## src/rtl/bsru_pkg.sv

```systemverilog
// shared types, register codes and reset values of the byte stream reorder unit
package bsru_pkg;

    // default depth of the group store
    localparam int MAX_GROUP_DEF = 16;

    // configuration port geometry
    localparam int ADDR_W = 4;
    localparam int DATA_W = 32;

    // configuration field widths
    localparam int MODE_W  = 3;
    localparam int GS_W    = 5;
    localparam int MASK_W  = 8;
    localparam int EWC_W   = 2;
    localparam int BYTE_W  = 8;

    // register indexes
    localparam logic [1:0] REG_MODE   = 2'd0;
    localparam logic [1:0] REG_GROUP  = 2'd1;
    localparam logic [1:0] REG_MASK   = 2'd2;
    localparam logic [1:0] REG_ENDIAN = 2'd3;

    // transform modes, codes above MODE_ENDIAN act as pass-through
    localparam logic [MODE_W-1:0] MODE_PASS   = 3'd0;
    localparam logic [MODE_W-1:0] MODE_GROUP  = 3'd1;
    localparam logic [MODE_W-1:0] MODE_BITREV = 3'd2;
    localparam logic [MODE_W-1:0] MODE_XOR    = 3'd3;
    localparam logic [MODE_W-1:0] MODE_ENDIAN = 3'd4;

    // endian word width codes, the unused codes act as eight bytes
    localparam logic [EWC_W-1:0] ENDIAN_W2 = 2'd0;
    localparam logic [EWC_W-1:0] ENDIAN_W4 = 2'd1;

    // reset values
    localparam logic [MODE_W-1:0] RST_MODE   = MODE_PASS;
    localparam logic [GS_W-1:0]   RST_GROUP  = 5'd2;
    localparam logic [MASK_W-1:0] RST_MASK   = 8'hFF;
    localparam logic [EWC_W-1:0]  RST_ENDIAN = ENDIAN_W4;

    // configuration register contents
    typedef struct packed {
        logic [MODE_W-1:0] mode;
        logic [GS_W-1:0]   group_size;
        logic [MASK_W-1:0] xor_mask;
        logic [EWC_W-1:0]  endian_code;
    } t_cfg;

    // commands from the controller to the datapath
    typedef struct packed {
        logic store;   // accepted byte goes into the group store
        logic single;  // accepted byte goes straight to the output register
        logic rd;      // read the next group byte from the store
        logic load;    // move the read group byte into the output register
    } t_dp_cmd;

    // status from the datapath to the controller
    typedef struct packed {
        logic grp_mode;  // a group-collecting mode is configured
        logic grp_done;  // the incoming byte closes the group
        logic grp_last;  // the byte being drained is the last of the group
        logic out_free;  // output register can take a byte this cycle
    } t_dp_sts;

endpackage

```

## src/rtl/bsru_regs.sv

```systemverilog
// configuration register file with apb-style write and read access
module bsru_regs (
    input  logic                         i_clk,
    input  logic                         i_rst_n,
    input  logic                         psel,
    input  logic                         penable,
    input  logic                         pwrite,
    input  logic [bsru_pkg::ADDR_W-1:0]  paddr,
    input  logic [bsru_pkg::DATA_W-1:0]  pwdata,
    output logic [bsru_pkg::DATA_W-1:0]  prdata,
    output logic                         pready,
    output bsru_pkg::t_cfg               o_cfg,
    output logic                         o_cfg_wr
);
    import bsru_pkg::*;

    t_cfg       r_cfg;
    logic       wr_en;
    logic [1:0] reg_idx;

    assign pready  = 1'b1;
    assign reg_idx = paddr[3:2];
    assign wr_en   = psel & penable & pwrite;

    // register writes
    always_ff @(posedge i_clk) begin
        if (!i_rst_n) begin
            r_cfg.mode        <= RST_MODE;
            r_cfg.group_size  <= RST_GROUP;
            r_cfg.xor_mask    <= RST_MASK;
            r_cfg.endian_code <= RST_ENDIAN;
        end else if (wr_en) begin
            unique case (reg_idx)
                REG_MODE:   r_cfg.mode        <= pwdata[MODE_W-1:0];
                REG_GROUP:  r_cfg.group_size  <= pwdata[GS_W-1:0];
                REG_MASK:   r_cfg.xor_mask    <= pwdata[MASK_W-1:0];
                REG_ENDIAN: r_cfg.endian_code <= pwdata[EWC_W-1:0];
                default:    r_cfg.mode        <= r_cfg.mode;
            endcase
        end
    end

    // read mux
    always_comb begin
        unique case (reg_idx)
            REG_MODE:   prdata = DATA_W'(r_cfg.mode);
            REG_GROUP:  prdata = DATA_W'(r_cfg.group_size);
            REG_MASK:   prdata = DATA_W'(r_cfg.xor_mask);
            REG_ENDIAN: prdata = DATA_W'(r_cfg.endian_code);
            default:    prdata = '0;
        endcase
    end

    assign o_cfg    = r_cfg;
    assign o_cfg_wr = wr_en;

endmodule

```

## src/rtl/bsru_ctrl.sv

```systemverilog
// controller state machine: byte intake, group drain sequencing
module bsru_ctrl (
    input  logic              i_clk,
    input  logic              i_rst_n,
    input  logic              i_in_valid,
    output logic              o_in_ready,
    input  bsru_pkg::t_dp_sts i_sts,
    output bsru_pkg::t_dp_cmd o_cmd
);
    import bsru_pkg::*;

    typedef enum logic [1:0] {
        S_IDLE,
        S_READ,
        S_LOAD
    } t_state;

    t_state r_state;
    logic   accept;

    // intake is open only between groups; per-byte modes also need output room
    assign o_in_ready = (r_state == S_IDLE) && (i_sts.grp_mode || i_sts.out_free);
    assign accept     = i_in_valid && o_in_ready;

    // datapath commands
    always_comb begin
        o_cmd.store  = accept && i_sts.grp_mode;
        o_cmd.single = accept && !i_sts.grp_mode;
        o_cmd.rd     = (r_state == S_READ);
        o_cmd.load   = (r_state == S_LOAD) && i_sts.out_free;
    end

    // state register
    always_ff @(posedge i_clk) begin
        if (!i_rst_n) begin
            r_state <= S_IDLE;
        end else begin
            unique case (r_state)
                S_IDLE: begin
                    if (accept && i_sts.grp_mode && i_sts.grp_done) begin
                        r_state <= S_READ;
                    end
                end
                S_READ: begin
                    r_state <= S_LOAD;
                end
                S_LOAD: begin
                    if (i_sts.out_free) begin
                        r_state <= i_sts.grp_last ? S_IDLE : S_READ;
                    end
                end
                default: r_state <= S_IDLE;
            endcase
        end
    end

endmodule

```

## src/rtl/bsru_datapath.sv

```systemverilog
// datapath: byte transforms, group store, fill and drain counters, output register
module bsru_datapath #(
    parameter int MAX_GROUP = bsru_pkg::MAX_GROUP_DEF
) (
    input  logic                        i_clk,
    input  logic                        i_rst_n,
    input  bsru_pkg::t_cfg              i_cfg,
    input  logic                        i_cfg_wr,
    input  logic [bsru_pkg::BYTE_W-1:0] i_data_byte,
    input  logic                        i_buffer_end,
    input  bsru_pkg::t_dp_cmd           i_cmd,
    output bsru_pkg::t_dp_sts           o_sts,
    output logic                        o_out_valid,
    input  logic                        i_out_ready,
    output logic [bsru_pkg::BYTE_W-1:0] o_out_byte,
    output logic                        o_run_last,
    output logic                        o_out_buffer_end,
    output logic                        o_length_error
);
    import bsru_pkg::*;

    localparam int AW = $clog2(MAX_GROUP);
    localparam int CW = $clog2(MAX_GROUP + 1);
    localparam int EW = (CW > GS_W) ? CW : GS_W;

    // group store
    logic [BYTE_W-1:0] r_mem [MAX_GROUP];
    logic [BYTE_W-1:0] r_rdata;

    // fill and drain state
    logic [CW-1:0] r_fill;
    logic [CW-1:0] r_cnt;
    logic [CW-1:0] r_idx;
    logic          r_err;
    logic          r_end;

    // output register
    logic              r_out_valid;
    logic [BYTE_W-1:0] r_out_byte;
    logic              r_out_last;
    logic              r_out_end;
    logic              r_out_err;

    logic              is_grp;
    logic              is_endian;
    logic [EW-1:0]     gs_ext;
    logic [CW-1:0]     grp_g;
    logic [CW-1:0]     end_g;
    logic [CW-1:0]     g_size;
    logic [CW-1:0]     fill_nxt;
    logic              short_grp;
    logic [CW-1:0]     rev_idx;
    logic [AW-1:0]     rd_addr;
    logic              grp_last;
    logic              out_free;
    logic [BYTE_W-1:0] byte_xf;

    function automatic logic [BYTE_W-1:0] flip_bits(input logic [BYTE_W-1:0] b);
        logic [BYTE_W-1:0] r;
        for (int i = 0; i < BYTE_W; i++) begin
            r[i] = b[BYTE_W-1-i];
        end
        return r;
    endfunction

    // mode decode
    assign is_endian = (i_cfg.mode == MODE_ENDIAN);
    assign is_grp    = (i_cfg.mode == MODE_GROUP) || is_endian;

    // group size: zero acts as one, large values saturate at the store depth
    assign gs_ext = EW'(i_cfg.group_size);
    always_comb begin
        if (i_cfg.group_size == '0) begin
            grp_g = CW'(1);
        end else if (gs_ext > EW'(MAX_GROUP)) begin
            grp_g = CW'(MAX_GROUP);
        end else begin
            grp_g = CW'(gs_ext);
        end
    end

    // endian word width
    always_comb begin
        case (i_cfg.endian_code)
            ENDIAN_W2: end_g = CW'(2);
            ENDIAN_W4: end_g = CW'(4);
            default:   end_g = CW'(8);
        endcase
    end

    assign g_size    = is_endian ? end_g : grp_g;
    assign fill_nxt  = r_fill + CW'(1);
    assign short_grp = is_endian && (fill_nxt < g_size);

    // drain addressing: reversed order, or stored order for a short endian word
    assign rev_idx  = r_cnt - CW'(1) - r_idx;
    assign rd_addr  = r_err ? r_idx[AW-1:0] : rev_idx[AW-1:0];
    assign grp_last = ((r_idx + CW'(1)) == r_cnt);
    assign out_free = !r_out_valid || i_out_ready;

    // per-byte transform
    always_comb begin
        case (i_cfg.mode)
            MODE_BITREV: byte_xf = flip_bits(i_data_byte);
            MODE_XOR:    byte_xf = i_data_byte ^ i_cfg.xor_mask;
            default:     byte_xf = i_data_byte;
        endcase
    end

    // store write and registered read
    always_ff @(posedge i_clk) begin
        if (i_cmd.store) begin
            r_mem[r_fill[AW-1:0]] <= i_data_byte;
        end
        if (i_cmd.rd) begin
            r_rdata <= r_mem[rd_addr];
        end
    end

    // fill count, dropped on any register write
    always_ff @(posedge i_clk) begin
        if (!i_rst_n) begin
            r_fill <= '0;
        end else if (i_cfg_wr) begin
            r_fill <= '0;
        end else if (i_cmd.store) begin
            r_fill <= (fill_nxt >= g_size || i_buffer_end) ? '0 : fill_nxt;
        end
    end

    // group capture at close, drain index advance
    always_ff @(posedge i_clk) begin
        if (i_cmd.store && (fill_nxt >= g_size || i_buffer_end)) begin
            r_cnt <= fill_nxt;
            r_idx <= '0;
            r_err <= short_grp;
            r_end <= i_buffer_end;
        end else if (i_cmd.load) begin
            r_idx <= r_idx + CW'(1);
        end
    end

    // output register valid
    always_ff @(posedge i_clk) begin
        if (!i_rst_n) begin
            r_out_valid <= 1'b0;
        end else if (i_cmd.single || i_cmd.load) begin
            r_out_valid <= 1'b1;
        end else if (i_out_ready) begin
            r_out_valid <= 1'b0;
        end
    end

    // output register payload
    always_ff @(posedge i_clk) begin
        if (i_cmd.single) begin
            r_out_byte <= byte_xf;
            r_out_last <= 1'b1;
            r_out_end  <= i_buffer_end;
            r_out_err  <= 1'b0;
        end else if (i_cmd.load) begin
            r_out_byte <= r_rdata;
            r_out_last <= grp_last;
            r_out_end  <= r_end && grp_last;
            r_out_err  <= r_err;
        end
    end

    always_comb begin
        o_sts.grp_mode = is_grp;
        o_sts.grp_done = (fill_nxt >= g_size) || i_buffer_end;
        o_sts.grp_last = grp_last;
        o_sts.out_free = out_free;
    end

    assign o_out_valid      = r_out_valid;
    assign o_out_byte       = r_out_byte;
    assign o_run_last       = r_out_last;
    assign o_out_buffer_end = r_out_end;
    assign o_length_error   = r_out_err;

endmodule

```

## src/rtl/byte_stream_reorder_unit_core.sv

```systemverilog
// top level of the byte stream reorder unit
//
// Usage: bytes enter on the input channel (i_in_valid / o_in_ready) with
// i_buffer_end marking the last byte of a buffer; transformed bytes leave on
// the output channel (o_out_valid / i_out_ready). Registers are to be written
// over the apb-style port while the unit is idle (unenforced); writes drop held bytes.
//
// Per-byte modes (pass-through, bit reverse, xor mask): a transfer lands in
// the output register in the cycle after it is accepted; one byte per cycle
// while the receiver keeps taking them.
// Group modes (group reverse, endian swap): a group of n bytes is collected
// in the store, then each result takes two steps (store read, output load).
// Intake closes while a group drains.
//
// Reset: registers return to their defaults, the fill count and the output
// register are cleared. No clearing pass; the store is never read before
// written. When the receiver stalls the output register holds its byte, the
// drain waits, and per-byte intake stops until the register frees up.
module byte_stream_reorder_unit_core #(
    parameter int MAX_GROUP = bsru_pkg::MAX_GROUP_DEF
) (
    input  logic                         i_clk,
    input  logic                         i_rst_n,
    input  logic                         psel,
    input  logic                         penable,
    input  logic                         pwrite,
    input  logic [bsru_pkg::ADDR_W-1:0]  paddr,
    input  logic [bsru_pkg::DATA_W-1:0]  pwdata,
    output logic [bsru_pkg::DATA_W-1:0]  prdata,
    output logic                         pready,
    input  logic                         i_in_valid,
    output logic                         o_in_ready,
    input  logic [bsru_pkg::BYTE_W-1:0]  i_data_byte,
    input  logic                         i_buffer_end,
    output logic                         o_out_valid,
    input  logic                         i_out_ready,
    output logic [bsru_pkg::BYTE_W-1:0]  o_out_byte,
    output logic                         o_run_last,
    output logic                         o_out_buffer_end,
    output logic                         o_length_error
);
    import bsru_pkg::*;

    t_cfg    cfg;
    logic    cfg_wr;
    t_dp_cmd cmd;
    t_dp_sts sts;

    // configuration registers
    bsru_regs u_regs (
        .i_clk    (i_clk),
        .i_rst_n  (i_rst_n),
        .psel     (psel),
        .penable  (penable),
        .pwrite   (pwrite),
        .paddr    (paddr),
        .pwdata   (pwdata),
        .prdata   (prdata),
        .pready   (pready),
        .o_cfg    (cfg),
        .o_cfg_wr (cfg_wr)
    );

    // controller
    bsru_ctrl u_ctrl (
        .i_clk      (i_clk),
        .i_rst_n    (i_rst_n),
        .i_in_valid (i_in_valid),
        .o_in_ready (o_in_ready),
        .i_sts      (sts),
        .o_cmd      (cmd)
    );

    // datapath
    bsru_datapath #(
        .MAX_GROUP (MAX_GROUP)
    ) u_dp (
        .i_clk            (i_clk),
        .i_rst_n          (i_rst_n),
        .i_cfg            (cfg),
        .i_cfg_wr         (cfg_wr),
        .i_data_byte      (i_data_byte),
        .i_buffer_end     (i_buffer_end),
        .i_cmd            (cmd),
        .o_sts            (sts),
        .o_out_valid      (o_out_valid),
        .i_out_ready      (i_out_ready),
        .o_out_byte       (o_out_byte),
        .o_run_last       (o_run_last),
        .o_out_buffer_end (o_out_buffer_end),
        .o_length_error   (o_length_error)
    );

endmodule

```

## config.mk

```make
export PLATFORM = sky130hd
export DESIGN_NAME = byte_stream_reorder_unit_core
export DESIGN_NICKNAME = d
export VERILOG_FILES = /design/src/rtl/bsru_pkg.sv /design/src/rtl/bsru_regs.sv /design/src/rtl/bsru_ctrl.sv /design/src/rtl/bsru_datapath.sv /design/src/rtl/byte_stream_reorder_unit_core.sv
export SDC_FILE = /design/constraint.sdc
export NUM_CORES = 1
export LEC_CHECK = 0
export BUFFER_PORTS_ARGS = -buffer_cell sky130_fd_sc_hd__buf_2
export CAP_MARGIN = 20
export CORE_AREA = 2 2 148 150
export CTS_BUF_LIST = sky130_fd_sc_hd__clkbuf_8
export DETAILED_ROUTE_END_ITERATION = 8
export DIE_AREA = 0 0 150 152
export MAX_ROUTING_LAYER = met4
export PLACE_DENSITY = 0.69
export SLEW_MARGIN = 30
export SYNTH_ARGS = -nofsm -noshare
export SYNTH_HDL_FRONTEND = slang
export SYNTH_SLANG_ARGS = --single-unit
```

## constraint.sdc

```tcl
create_clock -name i_clk -period 4.4 [get_ports i_clk]
set_clock_uncertainty 0.15 [all_clocks]
set_input_delay 0.44 -clock i_clk [delete_from_list [all_inputs] [get_ports i_clk]]
set_output_delay 0.44 -clock i_clk [all_outputs]
set_load 0.02 [all_outputs]
```

==> flow_metrics.tcl, run 1 <==
set metrics [dict create \
    totalWireLength_um 18200 \
    fp-row-count 54 \
    ir_worst_vdd_uv 187 \
    layout_stage_area_growth_over_the_synthesis_result_pct 9.81 \
    synth_top_area_cell "sky130_fd_sc_hd__edfxtp_1" \
    cts.path.max_buffers 2 \
    global_route_total_usage_across_every_layer_pct 17.0 \
    critPathLaunchType "flop" \
    synth.area.top_cells "sky130_fd_sc_hd__edfxtp_1 55%, sky130_fd_sc_hd__dfxtp_1 8.0%, sky130_fd_sc_hd__nand2_1 7.5%" \
    detailedRoute.firstIterationViolations 433 \
    die_y_um 152 \
    rr_startpoint "u_dp.r_idx[0]$_SDFFE_PP0P_" \
    path_clk_slew_ps 90 \
    worst_skew_pair.late_latency_ps 460 \
    port-buffer-count 46 \
    num_antenna_cells 0 \
    setup-tns-final_ps 0 \
    maximum_number_of_pins_on_one_net_before_global_route_repair 40 \
    r2r_setup_slack_ps 890 \
    yosys_most_used_dff "sky130_fd_sc_hd__edfxtp_1" \
    dp_hpwl_um 12000 \
    grt_setup_unrepaired "no" \
    holdBufCountCts 0 \
    worst_ep_required_time_ps 4420 \
    ant_nets 0 \
    leak_pwr_nw 3.30 \
    setup_violations 0 \
    seq_area_frac_synth_pct 62.9 \
    grt_antenna_before_repair 0 \
    max_cap_viol_count 0 \
    cts_htree_levels 4 \
    fin_crit_sh_pct 79.8 \
    first_pass_iters 5 \
    min_path_type "in -> reg" \
    syn-cell-area_um2 8300 \
    worst_r2r_path_depth 8 \
    synth.top_cells.by_count "166 x sky130_fd_sc_hd__nand2_1, 152 x sky130_fd_sc_hd__edfxtp_1, 90 x sky130_fd_sc_hd__nand3_1" \
    synth_most_common_cell "sky130_fd_sc_hd__nand2_1" \
    run_status "finished clean" \
    yosys_warnings 0 \
    synth.avg_cell_area_um2 11.3 \
    first_global_vias 5215 \
    sum_of_overflow_across_all_layers_after_global_routing 0 \
    finalCriticalPeriod_ps 3510 \
    fin_total_pwr_mw 4.12 \
    critPathCaptureType "flop" \
    timing.critical_path.from "u_dp.r_idx[0]$_SDFFE_PP0P_" \
    holdPathStages 3 \
    routed_via_density 5.26 \
    hold_path_end "u_regs.o_cfg[8]$_SDFFE_PN1P_" \
    die_x_um 150 \
    min_from "pwdata[6]" \
    relSlewSlack_pct 31.7 \
    post-cts-setup-buffer-count 0 \
    criticalPathCategory "reg -> reg" \
    finish.net_count 840 \
    count_of_flip_flops_with_a_built_in_enable_after_synthesis 152 \
    crit_path_max_fanout 16 \
    dieArea_um2 22800 \
    routabilityCongestion 0.846 \
    finalHoldViolations 0 \
    worst_slack_ps 887 \
    post_cts.resized_instances 0 \
    postSynth.asyncResetShare_pct 0 \
    finalCoreUtilization_pct 42.7 \
    worst_slew_pin_slew_ps 1020 \
    postSynthCellCount 736 \
    drc 0 \
    tritoncts "yes" \
    grt_first_pass_wirelength_um 28800 \
    start_util_pct 38.9 \
    tritoncts.num_buffers 17 \
    clockRootBuffer "sky130_fd_sc_hd__clkbuf_8" \
    dp_slack_ps 927 \
    coreArea_um2 21400 \
    crit-reg2reg-capture "u_dp.r_rdata[3]$_DFFE_PN_" \
    netlist.area_leader.share_pct 55.0 \
    cp_data_arrival_time_ps 3530 \
    fmax_ghz 0.285 \
    vias 5599 \
    final_max_slew_viol_count 0 \
    powerDensity_nw_per_um2 452 \
    wl_per_cell_um 17.1 \
    clkSinkCount 185 \
    floorplan.io_pins 98 \
    ys_types 45 \
    synth_seq_cells 185 \
    drive_above_1_share_pct 12.5 \
]
metrics by stage:
step	std cells	hold slack, ps	instance area (µm²)
after floorplan	759	294	8390
after global placement	1035	297	8730
after detailed placement	1035	306	8730
after CTS	1065	23.2	9100
after global routing	1065	31.6	9120
final	1065	43.9	9120
layout by cell type, fill, tap and decap left out, drive strengths merged, types with 14 or more instances in the layout:
cell type	instances
a21oi	14
buf	56
clkbuf	17
conb	25
dfxtp	33
edfxtp	152
inv	15
mux2i	18
nand2	166
nand3	90
nand4	20
nor2	27
nor2b	18
o21ai	17
critical path, cell delays in order (launching register included):
cell,delay [ps]
sky130_fd_sc_hd__dfxtp_1,510
sky130_fd_sc_hd__inv_1,80
sky130_fd_sc_hd__ha_1,240
sky130_fd_sc_hd__fa_1,440
sky130_fd_sc_hd__xnor2_1,440
sky130_fd_sc_hd__a32o_1,780
sky130_fd_sc_hd__nand3_1,180
sky130_fd_sc_hd__nand4_1,250
sky130_fd_sc_hd__mux2i_1,140
layer usage:
metal | global-route usage [%] | vias to the layer above | share of wire, %
met5 | - | - | 0
met4 | 6.65 | 0 | 2.5
met3 | 2.22 | 32 | 4.8
met2 | 27.2 | 198 | 49
met1 | 21.9 | 2697 | 43
li1 | - | 2672 | -
power breakdown:
| part | internal [mW] | switching, mW |
|---|---|---|
| clock network | 0.458 | 0.625 |
| registers | 1.94 | 0.0302 |
| logic | 0.335 | 0.729 |
| total | 2.73 | 1.38 |
registers in the layout (all words and copies together), names as in the netlist:
| name | flops |
|---|---|
| u_dp.o_run_last | 1 |
| u_dp.r_end | 1 |
| u_dp.r_fill | 5 |
| u_dp.r_rdata | 8 |
| u_regs.o_cfg | 18 |
| u_dp.o_out_valid | 1 |
| u_dp.o_out_buffer_end | 1 |
| u_dp.o_length_error | 1 |
| u_dp.r_idx | 5 |
| u_dp.r_cnt | 5 |
| u_dp.r_mem | 128 |
| u_dp.o_out_byte | 8 |
| u_dp.r_err | 1 |
| u_ctrl.r_state | 2 |
kinds of logic (layout without fill, tap and decap cells):
family	after synthesis	count (layout)	share of synthesized area (%)
compound gates	75	75	6.31
xor+xnor	13	13	1.37
fa+ha+maj	14	14	2.20
buf+inv	68	94	4.28
flops	185	185	62.9
mux	21	21	2.89
other cells	2	25	0.0904
simple gates	358	358	19.9
layout make-up:
class	instances	area, µm²
repair buffers	56	305
fillers	1985	12200
clock buffers	17	234
clock inverters	13	134
inverters	8	30.0
multi-input cells	506	2840
well taps	280	350
flip-flops and latches	185	5230
how the worst max path moves through the flow:
stage | endpoint | slack, ps | cells after the start
3_3_place_gp | u_ctrl.r_state[0]$_SDFFE_PN0P_ | 960 | 9
4_1_cts | u_ctrl.r_state[0]$_SDFFE_PN0P_ | 870 | 9
3_5_place_dp | u_ctrl.r_state[0]$_SDFFE_PN0P_ | 930 | 9
6_report | u_dp.r_rdata[3]$_DFFE_PN_ | 890 | 8
2_1_floorplan | u_ctrl.r_state[0]$_SDFFE_PN0P_ | 1560 | 9
5_1_grt | u_ctrl.r_state[0]$_SDFFE_PN0P_ | 630 | 9
No activity file was read; power rests on OpenSTA's default activity.
==> run 2, diff against run 1 <==
==> constraint.sdc (replaced) <==
create_clock -name i_clk -period 3.3 [get_ports i_clk]
set_clock_uncertainty 0.15 [all_clocks]
set_input_delay 0.33 -clock i_clk [delete_from_list [all_inputs] [get_ports i_clk]]
set_output_delay 0.33 -clock i_clk [all_outputs]
set_load 0.02 [all_outputs]
==> run 2 against run 1 <==
  * Sequential power increased by 33%
  * Critical path depth unchanged
  * Hold slack improved by 13 ps
  * Final area increased by 3.3%
  * Register-to-register slack got worse by 330 ps
  * Utilization increased by 1.4 points
  * Sequential share of layout area decreased by 1.8 points
  * Critical path type unchanged
  * Largest cell class unchanged
==> flow_metrics.tcl, run 2 (synthesis results as in run 1) <==
set metrics [dict create \
    ir_worst_vdd_uv 379 \
    coreArea_um2 21400 \
    comb_power_share_pct 27.3 \
    placed_cells 1061 \
    leak_pwr_nw 3.48 \
    fmax_ghz 0.364 \
    cp_data_arrival_time_ps 2870 \
    internal_power_mw 3.73 \
    worst_ep_required_time_ps 3420 \
    detailedRoute.firstIterationViolations 567 \
    finalHoldViolations 0 \
    clkSinkCount 185 \
    max_cap_viol_count 0 \
    drc 0 \
    post_cts.resized_instances 0 \
    maximum_number_of_pins_on_one_net_before_global_route_repair 65 \
    cts.path.max_buffers 2 \
    die_x_um 150 \
    setup-tns-final_ps 0 \
    first_global_vias 5285 \
    tritoncts.num_buffers 17 \
    first_pass_iters 6 \
    setup_violations 0 \
    dieArea_um2 22800 \
    relSlewSlack_pct 45.9 \
    global_route_total_usage_across_every_layer_pct 17.3 \
    start_util_pct 38.9 \
    die_y_um 152 \
    post_dp_cell_area_um2 8950 \
    finish.net_count 875 \
    min_path_type "in -> reg" \
    worst_skew_pair.late_latency_ps 470 \
    run_status "finished clean" \
    port-buffer-count 46 \
    holdBufCountCts 9 \
    crit_path_max_fanout 8 \
    dp_hpwl_um 12300 \
    ant_nets 0 \
    criticalPathCategory "reg -> reg" \
    finish.cell_count_without_fillers 1102 \
    seq_power_share_pct 46.8 \
    switching_share_pct 33.2 \
    totalWireLength_um 18500 \
    power_switching_mw 1.86 \
    floorplan.io_pins 98 \
    clock_power_share_pct 25.9 \
    cts_htree_levels 4 \
    worst_slew_pin_slew_ps 808 \
    powerDensity_nw_per_um2 593 \
    grt_antenna_before_repair 0 \
    grt_first_pass_wirelength_um 29100 \
    drive_above_1_share_pct 14.8 \
    final_max_slew_viol_count 0 \
    routed_via_density 5.09 \
    most_frequent_standard_cell_in_the_layout_excluding_fill_and_tap_cells "sky130_fd_sc_hd__nand2_1" \
    wl_per_cell_um 16.8 \
    routabilityCongestion 0.820 \
    num_antenna_cells 0 \
    leading_cell_types_in_the_layout_fill_and_taps_excluded "166 x sky130_fd_sc_hd__nand2_1, 152 x sky130_fd_sc_hd__edfxtp_1, 90 x sky130_fd_sc_hd__nand3_1" \
    sum_of_overflow_across_all_layers_after_global_routing 0 \
    finalCriticalPeriod_ps 2750 \
    critPathCaptureType "flop" \
    clockRootBuffer "sky130_fd_sc_hd__clkbuf_8" \
    finalCoreUtilization_pct 44.1 \
    largest_reg_flops 128 \
    fin_crit_sh_pct 83.2 \
    tritoncts "yes" \
    post-cts-setup-buffer-count 0 \
    fp-row-count 54 \
    grt_setup_unrepaired "no" \
    layout_stage_area_growth_over_the_synthesis_result_pct 13.5 \
    fin_total_pwr_mw 5.59 \
    postLayoutCellArea_um2 9420 \
    vias 5612 \
    path_clk_slew_ps 100 \
    critPathLaunchType "flop" \
]
## run 2: cell types whose count changed in the layout (fill, tap and decap cells not counted), moves of 2 or more
cell                            change
sky130_fd_sc_hd__nor2_1             +2
sky130_fd_sc_hd__dlygate4sd3_1      +9
sky130_fd_sc_hd__buf_12             +2
sky130_fd_sc_hd__buf_4             +24
sky130_fd_sc_hd__nor2_2             -2
## run 2: power groups by stage
| stage | clock (mW) | combinational, mW | sequential (mW) |
|---|---|---|---|
| final | 1.45 | 1.53 | 2.62 |
| after global routing | 1.57 | 1.69 | 2.62 |
| after CTS | 1.48 | 1.55 | 2.62 |
| after detailed placement | 0 | 1.54 | 2.67 |
| after global placement | 0 | 1.52 | 2.67 |
| after floorplan | 0 | 0.977 | 2.67 |
## run 2: layer usage
layer	up-vias	wire [µm]	GRT usage, %
li1	2739	-	-
met1	2679	8030	21.8
met2	160	9250	28.0
met3	34	862	3.33
met4	0	399	5.53
met5	-	0	-
## run 2: worst max-delay path, stage by stage (launching register included)
cell                        delay (ps)
sky130_fd_sc_hd__dfxtp_1           450
sky130_fd_sc_hd__inv_1             120
sky130_fd_sc_hd__ha_1              300
sky130_fd_sc_hd__a21o_1            200
sky130_fd_sc_hd__a2111oi_4         350
sky130_fd_sc_hd__a31oi_1           110
sky130_fd_sc_hd__a221oi_4          270
sky130_fd_sc_hd__buf_4             250
sky130_fd_sc_hd__mux2i_1           340
## run 2: path summary, 6_finish.rpt
path | from | end | slack (ps) | cells past startpoint
hold / removal | i_rst_n | u_regs.o_cfg[11]$_SDFFE_PN1P_ | 60 | 2
setup / recovery | u_dp.r_idx[1]$_SDFFE_PP0P_ | u_dp.r_rdata[3]$_DFFE_PN_ | 550 | 8
setup reg to reg | u_dp.r_idx[1]$_SDFFE_PP0P_ | u_dp.r_rdata[3]$_DFFE_PN_ | 550 | 8
hold reg to reg | u_dp.o_length_error$_SDFFE_PP0P_ | u_dp.o_length_error$_SDFFE_PP0P_ | 320 | 2
## run 2: cell type report
| type | instances | area (µm²) |
|---|---|---|
| Clock buffer | 17 | 234 |
| Clock inverter | 15 | 140 |
| Fill cell | 1993 | 11900 |
| Inverter | 8 | 30.0 |
| Multi-Input combinational cell | 506 | 2830 |
| Sequential cell | 185 | 5230 |
| Tap cell | 280 | 350 |
| Timing Repair Buffer | 91 | 616 |
## run 2: metrics by stage
stage               hold slack, ps  setup slack [ps]
floorplan                      279               463
global placement               303               356
detailed placement             310               312
CTS                           31.5               289
global route                  72.6               278
finish                        56.7               554
